$ cat src/rtl/sof_crc8_crc16_frame_deframer_defines.svh
// Assertion macros for the frame deframer RTL.
// Include by bare file name; expects signals named clock and reset in scope.
`ifndef SOF_CRC8_CRC16_FRAME_DEFRAMER_DEFINES_SVH
`define SOF_CRC8_CRC16_FRAME_DEFRAMER_DEFINES_SVH

// Same-cycle implication, disabled while in reset
`define SCFD_ASSERT_NOW(label, ante, cons, msg) \
   label: assert property (@(posedge clock) disable iff (reset) (ante) |-> (cons)) \
      else $error(msg);

// Next-cycle implication, disabled while in reset
`define SCFD_ASSERT_NEXT(label, ante, cons, msg) \
   label: assert property (@(posedge clock) disable iff (reset) (ante) |=> (cons)) \
      else $error(msg);

`endif

$ cat src/rtl/scfd_pkg.sv
// Shared types, constants and CRC step functions for the frame deframer.
// No dependencies; used by every module of the block.
`default_nettype none

package scfd_pkg;

   // Largest payload a frame may carry; larger length fields are clamped
   localparam int MAX_PAYLOAD = 128;

   // Configuration register indexes
   localparam logic [2:0] CSR_START_BYTE  = 3'd0;
   localparam logic [2:0] CSR_CRC8_POLY   = 3'd1;
   localparam logic [2:0] CSR_CRC8_SEED   = 3'd2;
   localparam logic [2:0] CSR_CRC16_POLY  = 3'd3;
   localparam logic [2:0] CSR_CRC16_SEED  = 3'd4;

   // Result kinds
   localparam logic KIND_PAYLOAD = 1'b0;
   localparam logic KIND_END     = 1'b1;

   // Frame status codes
   localparam logic [1:0] STATUS_GOOD      = 2'd0;
   localparam logic [1:0] STATUS_HDR_CRC   = 2'd1;
   localparam logic [1:0] STATUS_FRAME_CRC = 2'd2;

   // Parser phases
   typedef enum logic [2:0] {
      PH_HUNT    = 3'd0,
      PH_HEADER  = 3'd1,
      PH_CMD     = 3'd2,
      PH_PAYLOAD = 3'd3,
      PH_CRC_LO  = 3'd4,
      PH_CRC_HI  = 3'd5
   } phase_type;

   // Configuration register set
   typedef struct packed {
      logic [7:0]  start_byte;
      logic [7:0]  crc8_poly;
      logic [7:0]  crc8_seed;
      logic [15:0] crc16_poly;
      logic [15:0] crc16_seed;
   } cfg_type;

   // One received byte held in the input register
   typedef struct packed {
      logic       valid;
      logic [7:0] rx_byte;
   } item_type;

   // Reflected bytewise CRC8 step
   function automatic logic [7:0] crc8_next(input logic [7:0] crc,
                                            input logic [7:0] data,
                                            input logic [7:0] poly);
      logic [7:0] c;
      int         k;
      c = crc ^ data;
      for (k = 0; k < 8; k++) begin
         c = c[0] ? ((c >> 1) ^ poly) : (c >> 1);
      end
      return c;
   endfunction

   // Reflected bytewise CRC16 step
   function automatic logic [15:0] crc16_next(input logic [15:0] crc,
                                              input logic [7:0]  data,
                                              input logic [15:0] poly);
      logic [15:0] c;
      int          k;
      c = {8'h00, crc[7:0] ^ data};
      for (k = 0; k < 8; k++) begin
         c = c[0] ? ((c >> 1) ^ poly) : (c >> 1);
      end
      return {8'h00, crc[15:8]} ^ c;
   endfunction

endpackage

`default_nettype wire

$ cat src/rtl/scfd_csr.sv
// Configuration registers of the frame deframer.
// Depends on scfd_pkg for the register indexes and cfg_type.
`default_nettype none

module scfd_csr (
   input  wire logic             clock,
   input  wire logic             reset,
   input  wire logic             csr_valid,
   output logic                  csr_ready,
   input  wire logic [2:0]       csr_index,
   input  wire logic [15:0]      csr_wdata,
   output scfd_pkg::cfg_type     cfg
);

   scfd_pkg::cfg_type cfg_ff, cfg_in;

   // Always able to take a write
   assign csr_ready = 1'b1;
   assign cfg       = cfg_ff;

   // Register write decode; unknown indexes are dropped
   always_comb begin
      cfg_in = cfg_ff;
      if (csr_valid) begin
         case (csr_index)
            scfd_pkg::CSR_START_BYTE: cfg_in.start_byte = csr_wdata[7:0];
            scfd_pkg::CSR_CRC8_POLY:  cfg_in.crc8_poly  = csr_wdata[7:0];
            scfd_pkg::CSR_CRC8_SEED:  cfg_in.crc8_seed  = csr_wdata[7:0];
            scfd_pkg::CSR_CRC16_POLY: cfg_in.crc16_poly = csr_wdata;
            scfd_pkg::CSR_CRC16_SEED: cfg_in.crc16_seed = csr_wdata;
            default:                  cfg_in = cfg_ff;
         endcase
      end
   end

   always_ff @(posedge clock) begin
      if (reset) begin
         cfg_ff.start_byte <= 8'hA5;
         cfg_ff.crc8_poly  <= 8'h8C;
         cfg_ff.crc8_seed  <= 8'hFF;
         cfg_ff.crc16_poly <= 16'h8408;
         cfg_ff.crc16_seed <= 16'hFFFF;
      end else begin
         cfg_ff <= cfg_in;
      end
   end

endmodule

`default_nettype wire

$ cat src/rtl/scfd_in_reg.sv
// Input register stage: captures one received byte per cycle unless stalled.
// Depends on scfd_pkg for item_type.
`default_nettype none

module scfd_in_reg (
   input  wire logic          clock,
   input  wire logic          reset,
   input  wire logic          req_valid,
   output logic               req_stall,
   input  wire logic [7:0]    req_rx_byte,
   input  wire logic          take,
   output scfd_pkg::item_type item
);

   logic       valid_ff, valid_in;
   logic [7:0] byte_ff, byte_in;

   // Hold the byte while the parser cannot take it
   assign req_stall = valid_ff && !take;
   assign item      = '{valid: valid_ff, rx_byte: byte_ff};

   always_comb begin
      valid_in = valid_ff;
      byte_in  = byte_ff;
      if (!req_stall) begin
         valid_in = req_valid;
         byte_in  = req_rx_byte;
      end
   end

   always_ff @(posedge clock) begin
      if (reset) begin
         valid_ff <= 1'b0;
      end else begin
         valid_ff <= valid_in;
      end
   end

   always_ff @(posedge clock) begin
      byte_ff <= byte_in;
   end

endmodule

`default_nettype wire

$ cat src/rtl/scfd_parser.sv
// Frame parser: phase machine, header/frame CRCs and the result register.
// Depends on scfd_pkg and the assertion macros header.
`default_nettype none
`include "sof_crc8_crc16_frame_deframer_defines.svh"

module scfd_parser (
   input  wire logic              clock,
   input  wire logic              reset,
   input  wire scfd_pkg::cfg_type  cfg,
   input  wire scfd_pkg::item_type item,
   output logic                   take,
   output logic                   rsp_valid,
   input  wire logic              rsp_stall,
   output logic                   rsp_kind,
   output logic [15:0]            rsp_command_code,
   output logic [7:0]             rsp_payload_byte,
   output logic [6:0]             rsp_byte_position,
   output logic [7:0]             rsp_frame_length,
   output logic [1:0]             rsp_frame_status
);

   scfd_pkg::phase_type phase_ff, phase_in;
   logic [7:0]  pos_ff, pos_in;
   logic [7:0]  len_ff, len_in;
   logic [15:0] cmd_ff, cmd_in;
   logic [7:0]  hcrc_ff, hcrc_in;
   logic [15:0] fcrc_ff, fcrc_in;
   logic [7:0]  low_ff, low_in;

   logic        out_valid_ff, out_valid_in;
   logic        out_kind_ff, out_kind_in;
   logic [15:0] out_cmd_ff, out_cmd_in;
   logic [7:0]  out_byte_ff, out_byte_in;
   logic [6:0]  out_pos_ff, out_pos_in;
   logic [7:0]  out_len_ff, out_len_in;
   logic [1:0]  out_status_ff, out_status_in;

   logic        out_free;
   logic        fire;
   logic [7:0]  b;
   logic [15:0] raw_len;
   logic [7:0]  pos_inc;
   logic [7:0]  hcrc_step;
   logic [15:0] fcrc_step;

   // Result slot is free when empty or being taken this cycle
   assign out_free = !out_valid_ff || !rsp_stall;
   assign take     = out_free;
   assign fire     = item.valid && out_free;
   assign b        = item.rx_byte;
   assign raw_len  = {b, len_ff};
   assign pos_inc  = pos_ff + 8'd1;

   // CRC steps over the current byte
   assign hcrc_step = scfd_pkg::crc8_next(hcrc_ff, b, cfg.crc8_poly);
   assign fcrc_step = scfd_pkg::crc16_next(fcrc_ff, b, cfg.crc16_poly);

   assign rsp_valid         = out_valid_ff;
   assign rsp_kind          = out_kind_ff;
   assign rsp_command_code  = out_cmd_ff;
   assign rsp_payload_byte  = out_byte_ff;
   assign rsp_byte_position = out_pos_ff;
   assign rsp_frame_length  = out_len_ff;
   assign rsp_frame_status  = out_status_ff;

   // Next state and result
   always_comb begin
      phase_in      = phase_ff;
      pos_in        = pos_ff;
      len_in        = len_ff;
      cmd_in        = cmd_ff;
      hcrc_in       = hcrc_ff;
      fcrc_in       = fcrc_ff;
      low_in        = low_ff;
      out_valid_in  = out_free ? 1'b0 : out_valid_ff;
      out_kind_in   = out_kind_ff;
      out_cmd_in    = out_cmd_ff;
      out_byte_in   = out_byte_ff;
      out_pos_in    = out_pos_ff;
      out_len_in    = out_len_ff;
      out_status_in = out_status_ff;
      if (fire) begin
         case (phase_ff)
            scfd_pkg::PH_HUNT: begin
               if (b == cfg.start_byte) begin
                  hcrc_in  = scfd_pkg::crc8_next(cfg.crc8_seed, b, cfg.crc8_poly);
                  fcrc_in  = scfd_pkg::crc16_next(cfg.crc16_seed, b, cfg.crc16_poly);
                  cmd_in   = 16'h0000;
                  len_in   = 8'h00;
                  pos_in   = 8'h00;
                  phase_in = scfd_pkg::PH_HEADER;
               end
            end
            scfd_pkg::PH_HEADER: begin
               if (pos_ff < 8'd3) begin
                  hcrc_in = hcrc_step;
                  fcrc_in = fcrc_step;
                  if (pos_ff == 8'd0) begin
                     len_in = b;
                  end else if (pos_ff == 8'd1) begin
                     len_in = (raw_len > 16'(scfd_pkg::MAX_PAYLOAD)) ?
                              8'(scfd_pkg::MAX_PAYLOAD) : raw_len[7:0];
                  end
                  pos_in = pos_inc;
               end else if (b != hcrc_ff) begin
                  // header check failed: report and resume hunting
                  phase_in      = scfd_pkg::PH_HUNT;
                  pos_in        = 8'h00;
                  out_valid_in  = 1'b1;
                  out_kind_in   = scfd_pkg::KIND_END;
                  out_cmd_in    = 16'h0000;
                  out_byte_in   = 8'h00;
                  out_pos_in    = 7'h00;
                  out_len_in    = len_ff;
                  out_status_in = scfd_pkg::STATUS_HDR_CRC;
               end else begin
                  fcrc_in  = fcrc_step;
                  phase_in = scfd_pkg::PH_CMD;
                  pos_in   = 8'h00;
               end
            end
            scfd_pkg::PH_CMD: begin
               fcrc_in = fcrc_step;
               if (pos_ff == 8'd0) begin
                  cmd_in = {8'h00, b};
                  pos_in = 8'd1;
               end else begin
                  cmd_in   = {b, cmd_ff[7:0]};
                  pos_in   = 8'h00;
                  phase_in = (len_ff == 8'd0) ? scfd_pkg::PH_CRC_LO : scfd_pkg::PH_PAYLOAD;
               end
            end
            scfd_pkg::PH_PAYLOAD: begin
               fcrc_in       = fcrc_step;
               out_valid_in  = 1'b1;
               out_kind_in   = scfd_pkg::KIND_PAYLOAD;
               out_cmd_in    = cmd_ff;
               out_byte_in   = b;
               out_pos_in    = pos_ff[6:0];
               out_len_in    = len_ff;
               out_status_in = scfd_pkg::STATUS_GOOD;
               pos_in        = pos_inc;
               if (pos_inc >= len_ff) begin
                  pos_in   = 8'h00;
                  phase_in = scfd_pkg::PH_CRC_LO;
               end
            end
            scfd_pkg::PH_CRC_LO: begin
               low_in   = b;
               phase_in = scfd_pkg::PH_CRC_HI;
            end
            scfd_pkg::PH_CRC_HI: begin
               phase_in      = scfd_pkg::PH_HUNT;
               pos_in        = 8'h00;
               out_valid_in  = 1'b1;
               out_kind_in   = scfd_pkg::KIND_END;
               out_cmd_in    = cmd_ff;
               out_byte_in   = 8'h00;
               out_pos_in    = 7'h00;
               out_len_in    = len_ff;
               out_status_in = ({b, low_ff} == fcrc_ff) ?
                               scfd_pkg::STATUS_GOOD : scfd_pkg::STATUS_FRAME_CRC;
            end
            default: begin
               phase_in = scfd_pkg::PH_HUNT;
               pos_in   = 8'h00;
            end
         endcase
      end
   end

   // Control state
   always_ff @(posedge clock) begin
      if (reset) begin
         phase_ff     <= scfd_pkg::PH_HUNT;
         pos_ff       <= 8'h00;
         out_valid_ff <= 1'b0;
      end else begin
         phase_ff     <= phase_in;
         pos_ff       <= pos_in;
         out_valid_ff <= out_valid_in;
      end
   end

   // Frame data and result payload
   always_ff @(posedge clock) begin
      len_ff        <= len_in;
      cmd_ff        <= cmd_in;
      hcrc_ff       <= hcrc_in;
      fcrc_ff       <= fcrc_in;
      low_ff        <= low_in;
      out_kind_ff   <= out_kind_in;
      out_cmd_ff    <= out_cmd_in;
      out_byte_ff   <= out_byte_in;
      out_pos_ff    <= out_pos_in;
      out_len_ff    <= out_len_in;
      out_status_ff <= out_status_in;
   end

   `SCFD_ASSERT_NOW(a_payload_in_range, out_valid_ff && (out_kind_ff == scfd_pkg::KIND_PAYLOAD), ({1'b0, out_pos_ff} < out_len_ff) && (out_status_ff == scfd_pkg::STATUS_GOOD), "payload result outside frame length")
   `SCFD_ASSERT_NOW(a_end_fields_zero, out_valid_ff && (out_kind_ff == scfd_pkg::KIND_END), (out_byte_ff == 8'h00) && (out_pos_ff == 7'h00), "end report carries payload fields")
   `SCFD_ASSERT_NOW(a_hdr_fail_no_cmd, out_valid_ff && (out_status_ff == scfd_pkg::STATUS_HDR_CRC), out_cmd_ff == 16'h0000, "header failure reports a command")
   `SCFD_ASSERT_NEXT(a_result_held, out_valid_ff && rsp_stall, out_valid_ff && $stable(out_cmd_ff) && $stable(out_status_ff), "stalled result lost")
   `SCFD_ASSERT_NOW(a_len_clamped, phase_ff == scfd_pkg::PH_PAYLOAD, (len_ff <= 8'(scfd_pkg::MAX_PAYLOAD)) && (pos_ff < len_ff), "payload count beyond clamped length")

endmodule

`default_nettype wire

$ cat src/rtl/sof_crc8_crc16_frame_deframer.sv
// Top level of the start-of-frame deframer with header CRC8 and frame CRC16.
// Depends on scfd_pkg, scfd_csr, scfd_in_reg and scfd_parser.
`default_nettype none

// Takes one received byte per clock cycle and sustains that rate while the result
// side does not stall: each byte passes an input register, one pass of the phase
// machine with its bytewise CRC8/CRC16 networks, and lands in the result register,
// from which its result is presented. A payload byte yields one result,
// the last frame CRC byte or a failed header check yields one end report, and
// other bytes yield none. When both registers hold an item, a stall on the result
// side reaches req_stall in the same cycle. There is no start-up clearing pass.
// Configuration writes are taken at any time but are meant for an idle block;
// CRC seeds are loaded at each start byte.
module sof_crc8_crc16_frame_deframer (
   input  wire logic        clock,
   input  wire logic        reset,
   input  wire logic        req_valid,
   output logic             req_stall,
   input  wire logic [7:0]  req_rx_byte,
   output logic             rsp_valid,
   input  wire logic        rsp_stall,
   output logic             rsp_kind,
   output logic [15:0]      rsp_command_code,
   output logic [7:0]       rsp_payload_byte,
   output logic [6:0]       rsp_byte_position,
   output logic [7:0]       rsp_frame_length,
   output logic [1:0]       rsp_frame_status,
   input  wire logic        csr_valid,
   output logic             csr_ready,
   input  wire logic [2:0]  csr_index,
   input  wire logic [15:0] csr_wdata
);

   scfd_pkg::cfg_type  cfg;
   scfd_pkg::item_type item;
   logic               take;

   // Configuration registers
   scfd_csr u_csr (
      .clock     (clock),
      .reset     (reset),
      .csr_valid (csr_valid),
      .csr_ready (csr_ready),
      .csr_index (csr_index),
      .csr_wdata (csr_wdata),
      .cfg       (cfg)
   );

   // Input byte register
   scfd_in_reg u_in_reg (
      .clock       (clock),
      .reset       (reset),
      .req_valid   (req_valid),
      .req_stall   (req_stall),
      .req_rx_byte (req_rx_byte),
      .take        (take),
      .item        (item)
   );

   // Phase machine and result register
   scfd_parser u_parser (
      .clock             (clock),
      .reset             (reset),
      .cfg               (cfg),
      .item              (item),
      .take              (take),
      .rsp_valid         (rsp_valid),
      .rsp_stall         (rsp_stall),
      .rsp_kind          (rsp_kind),
      .rsp_command_code  (rsp_command_code),
      .rsp_payload_byte  (rsp_payload_byte),
      .rsp_byte_position (rsp_byte_position),
      .rsp_frame_length  (rsp_frame_length),
      .rsp_frame_status  (rsp_frame_status)
   );

endmodule

`default_nettype wire

$ cat config.mk
export PLATFORM = sky130hd
export DESIGN_NAME = sof_crc8_crc16_frame_deframer
export DESIGN_NICKNAME = d
export VERILOG_FILES = /design/src/rtl/scfd_pkg.sv /design/src/rtl/scfd_csr.sv /design/src/rtl/scfd_in_reg.sv /design/src/rtl/scfd_parser.sv /design/src/rtl/sof_crc8_crc16_frame_deframer.sv
export VERILOG_INCLUDE_DIRS = /design/src /design/src/rtl
export SDC_FILE = /design/constraint.sdc
export NUM_CORES = 1
export LEC_CHECK = 0
export BUFFER_PORTS_ARGS = -buffer_cell sky130_fd_sc_hd__clkbuf_2
export CAP_MARGIN = 15
export CORE_ASPECT_RATIO = 0.75
export CORE_MARGIN = 4
export CORE_UTILIZATION = 55
export CTS_CLUSTER_SIZE = 16
export DETAILED_ROUTE_END_ITERATION = 7
export PLACE_DENSITY = 0.73
export SLEW_MARGIN = 20
export SYNTH_ARGS = -nofsm -noshare
export SYNTH_HDL_FRONTEND = slang
export SYNTH_SLANG_ARGS = --single-unit
$ cat constraint.sdc
create_clock -name clock -period 6.78 [get_ports clock]
set_input_delay 1.356 -clock clock [delete_from_list [all_inputs] [get_ports clock]]
set_output_delay 1.356 -clock clock [all_outputs]
set_load 0.1 [all_outputs]
======== Word-level counts from Yosys, hierarchy flattened ========
Index checks and enable logic that the tools add are counted.
word-level totals
  register bits ........................... 175
cells by class
  bitwise gates (word level) .............. 39
  $add $sub $neg .......................... 1
  $lt $le $gt $ge ......................... 3
  muxes and demuxes ....................... 83
  equal/unequal tests ..................... 23
  reduce and logical (&&, ||, !) cells .... 32
operator list
  kind                 number
  $mux 16              23
  $mux 8               29
  $xor 15x16->16       14
  $xor 7x8->8          16
  $pmux 16 s2          2
  $pmux 16 s3          1
  $pmux 8 s2           3
  $pmux 8 s5           1
  $xor 7x16->16        2
  $xor 8x16->16        2
  $xor 8x8->8          4
  $pmux 8 s3           1
  $pmux 7 s3           1
  $reduce_and 4->1     5
  $eq 16x16->1         1
  $gt 16x8->1 const B  1
  $logic_not 8->1      2
  $mux 3               5
  $pmux 3 s5           1
  $mux 7               2
  $eq 3x2->1 const B   4
  $reduce_and 2->1     6
  $ne 2x1->1 const B   5
  $eq 3x3->1 const B   3
  other kinds (26)     47

======== Depth between registers and ports, before layout ========
  word-level depth ........................ 21
  gate-level depth with buffers ........... 17
  gate-level depth less buffers ........... 15

======== Cells and area by module ========
Synthesis repeated with hierarchy kept, for this count alone.
second synthesis, totals
  cell total of the unflattened synthesis .. 1683
  area total of the unflattened synthesis .. 14540.2 um^2
modules (own cells, without submodules)
  module       area an instance (um^2)  seq. area each (um^2)  cells an instance  instances
  scfd_parser  11971.5                  3183.1                 1445               1
  scfd_csr     2270.9                   1121.1                 224                1
  scfd_in_reg  297.8                    260.2                  14                 1

======== Least setup slack after synthesis ========
Ideal clock, no wire load.
  path kind ............................... flip-flop to flip-flop
  start point ............................. register u_in_reg.byte_ff[0]
  end point ............................... register u_parser.fcrc_ff[14] (data pin)
  required time ........................... 6.507 ns
  arrival time ............................ 3.716 ns
  clock period less this slack ............ 3.989 ns
  cell stages (with the launch flop) ...... 17
  setup time .............................. 0.273 ns
  slack ................................... 2.791 ns
  cell sequence ........................... edfxtp_1 > buf_6 > xnor2_2 > buf_6 > mux2i_1 > and3_1 > a211o_1 > a21boi_0 > a211oi_2 > or2_2 > xnor3_1 > a221oi_2 > mux2i_1 > clkbuf_1 > nand2_1 > a22oi_1 > a31oi_1
on the way
  longest elaborated chain between the ends .. 19
  elaborated cells between the ends (all ways) .. 38
RTL lines
  element                                    line                source
  start, declared                            scfd_in_reg.sv:16   logic [7:0] byte_ff, byte_in;
  start signal, assigned                     scfd_in_reg.sv:40   byte_ff <= byte_in;
  $xor 8x8->8                                scfd_pkg.sv:70      c = {8'h00, crc[7:0] ^ data};
  $mux 16                                    scfd_pkg.sv:72      c = c[0] ? ((c >> 1) ^ poly) : (c >> 1);
  $xor 15x16->16                             scfd_pkg.sv:72
  $mux 16                                    scfd_pkg.sv:72
  $xor 15x16->16                             scfd_pkg.sv:72
  $mux 16                                    scfd_pkg.sv:72
  $xor 15x16->16                             scfd_pkg.sv:72
  $mux 16                                    scfd_pkg.sv:72
  (+3 left out)                              --
  $mux 16                                    scfd_pkg.sv:72
  $mux 16 or $xor 15x16->16 (tied branches)  scfd_pkg.sv:72
  $xor 15x16->16 or $mux 16 (tied branches)  scfd_pkg.sv:72
  $mux 16                                    scfd_pkg.sv:72
  $xor 8x16->16                              scfd_pkg.sv:74      return {8'h00, crc[15:8]} ^ c;
  $mux 16                                    scfd_parser.sv:105  end else if (b != hcrc_ff) begin
  $mux 16                                    scfd_parser.sv:95   if (pos_ff < 8'd3) begin
  $pmux 16 s3 (*)                            scfd_parser.sv:83   case (phase_ff)
  end signal, assigned                       scfd_parser.sv:190  fcrc_ff <= fcrc_in;
  end, declared                              scfd_parser.sv:27   logic [15:0] fcrc_ff, fcrc_in;
Mark *: on every way between the ends. The rest lies on a longest branch, timed or not. The select of a mux whose other input is x is not followed.
A chain may end at the register's enable or synchronous reset.

======== Worst setup path in the final report ========
  start point ............................. register u_in_reg.byte_ff[0]
  end point ............................... register u_parser.fcrc_ff[13] (data pin)
on the way
  longest elaborated chain between the ends .. 19
  elaborated cells between the ends (all ways) .. 38
RTL lines
  element                                    line
  $xor 8x8->8                                scfd_pkg.sv:70
  $mux 16                                    scfd_pkg.sv:72
  $xor 15x16->16                             scfd_pkg.sv:72
  $mux 16                                    scfd_pkg.sv:72
  $xor 15x16->16                             scfd_pkg.sv:72
  $mux 16                                    scfd_pkg.sv:72
  $xor 15x16->16                             scfd_pkg.sv:72
  $mux 16                                    scfd_pkg.sv:72
  (+3 left out)                              --
  $xor 15x16->16 or $mux 16 (tied branches)  scfd_pkg.sv:72
  $mux 16 or $xor 15x16->16 (tied branches)  scfd_pkg.sv:72
  $xor 15x16->16 or $mux 16 (tied branches)  scfd_pkg.sv:72
  $mux 16                                    scfd_pkg.sv:72
  $xor 8x16->16                              scfd_pkg.sv:74
  $mux 16                                    scfd_parser.sv:105
  $mux 16                                    scfd_parser.sv:95
  $pmux 16 s3 (*)                            scfd_parser.sv:83
Marks and branches as above.

==> results.sh <==
export IMPL_cts_reportedPaths_clkPinSlew_ns=0.08
export IMPL_cp_data_arrival_time_ns=5.54
export IMPL_worstSkewPairLatency_ns=0.45
export IMPL_async_reset_ff_share_pct=0
export IMPL_syn_num_nets=1743
export IMPL_cts_inserted_buffers=17
export IMPL_synth_common_cells="nand2_1 (356), xnor2_1 (258), edfxtp_1 (106)"
export IMPL_io_buffers=75
export IMPL_fin_skew_ns=0.00874
export IMPL_cp_max_fo=14
export IMPL_worstMarginPinSlew_ns=1.03
export IMPL_avgSynthCellArea_um2=8.39
export IMPL_grt_pass1_wl_um=63500
export IMPL_rsz0062_at_grt="no"
export IMPL_dpl_hpwl_um=28700
export IMPL_setup_viol=0
export IMPL_critPathMaxStageDelay_ns=0.78
export IMPL_areaGrowthSynthToFinish_pct=8.15
export IMPL_drc=0
export IMPL_status="complete, no violations"
export IMPL_core_um2=25200
export IMPL_nNetsFinal=1752
export IMPL_fillers=2229
export IMPL_tns_ns=0
export IMPL_final_hold_viol_count=0
export IMPL_crit_type="register to register"
export IMPL_chipHeight_um=147
export IMPL_wl_per_cell_um=19.6
export IMPL_gp_congestion=0.938
export IMPL_holdCritPathClass="register to register"
export IMPL_critical_path_top_delay_family="simple AND/OR/NAND/NOR gates"
export IMPL_track_usage_pct=27.6
export IMPL_clock_root_buffer="clkbuf_16"
export IMPL_overflow=0
export IMPL_grt_max_degree=70
export IMPL_wl_um=40400
export IMPL_power_density_nw_per_um2=213
export IMPL_cts_sinks=175
export IMPL_rows=50
export IMPL_relSlewSlack_pct=29.0
export IMPL_start_kind="register"
export IMPL_htree_levels=4
export IMPL_io_pins=77
export IMPL_synthFlopType="edfxtp_1"
export IMPL_synth_cell_type_count=86
export IMPL_leakage_nw=5.73
export IMPL_cp_cell_sequence="buf_4 -> xnor2_1 -> nor2_1 -> xnor3_1 -> nand2b_1 -> and4_1 -> nor3_2 -> and3_1 -> o221ai_1 -> nor3b_2 -> xnor2_2 -> or2_0 -> o22ai_1 -> a211o_1"
export IMPL_finalCriticalPeriod_ns=5.34
export IMPL_dr_total_vias=12300
export IMPL_synth_seq_area_share_pct=32.0
export IMPL_yosysWarnings=0
export IMPL_first_iter_violations=1571
export IMPL_drive_above_1_share_pct=11.3
export IMPL_irDropWorstVdd_mv=0.165
export IMPL_cp_end_kind="register"
export IMPL_die_area_um2=28600
export IMPL_synth_area_top_cells="edfxtp_1 (22%), xnor2_1 (16%), dfxtp_1 (9.7%)"
export IMPL_max_freq_mhz=187
export IMPL_synth_area_um2=14300
export IMPL_post_cts_buffers=0
export IMPL_cts_resized=0
export IMPL_hold_ws_ns=0.465
export IMPL_dr_pass1_iters=6
export IMPL_crit_buf_inv=1
export IMPL_die_width_um=194
export IMPL_postCtsHoldBufs=0
export IMPL_clockBufferDepth=2
export IMPL_cts_tree="done"
export IMPL_cp_required_ns=6.99
export IMPL_synth_seq_cells=175
export IMPL_start_util_pct=56.6
export IMPL_cpMaxStageDelayCell="nor3_2"
export IMPL_synth_top_area_cell="edfxtp_1"
export IMPL_grt_antenna_before_repair=2
export IMPL_synth_edf_count=106
export IMPL_drv_cap=0
export IMPL_post_route_period_util_pct=78.7
export IMPL_syn_inst=1700
export IMPL_ant_nets=0
export IMPL_grt_pass1_vias=11300
export IMPL_slew_violations=0
export IMPL_synth_most_common_cell="nand2_1"
export IMPL_avgViaCountPerCell=5.98
export IMPL_synth_top_cell_area_share_pct=22.3
==> per-layer routing <==
| metal | track usage [%] | part of all wire [%] | up-vias |
|---|---|---|---|
| met3 | 5.58 | 11 | 79 |
| li1 | - | - | 5800 |
| met5 | 0 | 0.045 | - |
| met4 | 9.00 | 2.9 | 2 |
| met2 | 39.9 | 42 | 632 |
| met1 | 41.4 | 45 | 5816 |
==> per-stage QoR <==
| stage | instance area, um^2 | instances | total power (W) | utilization, % | setup WS (ns) |
|---|---|---|---|---|---|
| after CTS | 15400 | 2060 | 0.00327 | 61.2 | 1.50 |
| final | 15400 | 2061 | 0.00328 | 61.2 | 1.44 |
| after global placement | 14800 | 2028 | 0.00225 | 58.8 | 1.57 |
| after global routing | 15400 | 2061 | 0.00343 | 61.2 | 1.06 |
| after detailed placement | 14800 | 2028 | 0.00227 | 58.8 | 1.53 |
| after floorplan | 14300 | 1700 | 0.00206 | - | 2.79 |
==> worst paths after layout <==
check | startpoint | to | slack (ns) | cells past startpoint
max | u_in_reg.byte_ff[0]$_DFFE_PN_ | u_parser.fcrc_ff[13]$_DFFE_PP_ | 1.44 | 14
min reg2reg | u_parser.len_ff[4]$_SDFFCE_PN0P_ | u_parser.rsp_frame_length[4]$_DFFE_PP_ | 0.46 | 0
max reg2reg | u_in_reg.byte_ff[0]$_DFFE_PN_ | u_parser.fcrc_ff[13]$_DFFE_PP_ | 1.44 | 14
min | u_parser.len_ff[4]$_SDFFCE_PN0P_ | u_parser.rsp_frame_length[4]$_DFFE_PP_ | 0.46 | 0
==> placed cells by master (no fill, tap or decap), types with 9 or more instances in the layout <==
master / n
nand2_1: 356
xnor2_1: 258
edfxtp_1: 106
nor2_1: 94
a21oi_1: 79
xor2_1: 75
clkbuf_2: 75
dfxtp_1: 69
and2_1: 51
nand3_1: 45
o21ai_0: 33
buf_4: 31
nor2b_1: 28
nand3b_1: 28
inv_1: 26
and3_1: 26
a211oi_1: 23
nor3_1: 20
a21o_1: 19
clkbuf_16: 18
nor4_1: 15
o211ai_1: 13
a211o_1: 13
xnor3_1: 11
ha_1: 11
o21a_1: 10
xnor2_2: 10
nand4_1: 10
mux2i_1: 9
nor3_2: 9
o2111a_1: 9
==> where the power goes <==
group	leakage, nW	internal, W	switching [W]
Clock	0.295	0.000519	0.000487
Sequential	1.60	0.00115	0.0000245
Combinational	3.83	0.000473	0.000628
==> flip-flops by register name (all words and copies together) (netlist names), 16 cells and up <==
signal	count
u_parser.cmd_ff	16
u_parser.fcrc_ff	16
u_csr.cfg	56
u_parser.rsp_command_code	16
==> final cells by class <==
class	instances	area [um^2]	area share, %
Multi-Input combinational cell	1380	9120	59.1
Sequential cell	175	4560	29.6
Timing Repair Buffer	106	608	3.94
Clock buffer	18	450	2.92
Tap cell	338	423	2.74
Clock inverter	14	156	1.01
Inverter	29	109	0.705
Antenna cell	1	2.50	0.0162
==> logic make-up after synthesis <==
group | synth area share (%)
xor gates and xnor gates | 24.5
DFF | 32.0
adders and majority gates | 0.965
other | 0.0263
buffers and inverters | 4.22
muxes | 1.13
AOI/OAI and AO/OA | 13.5
and+or+nand+nor | 23.7
Power figures use the tool's default switching activity.
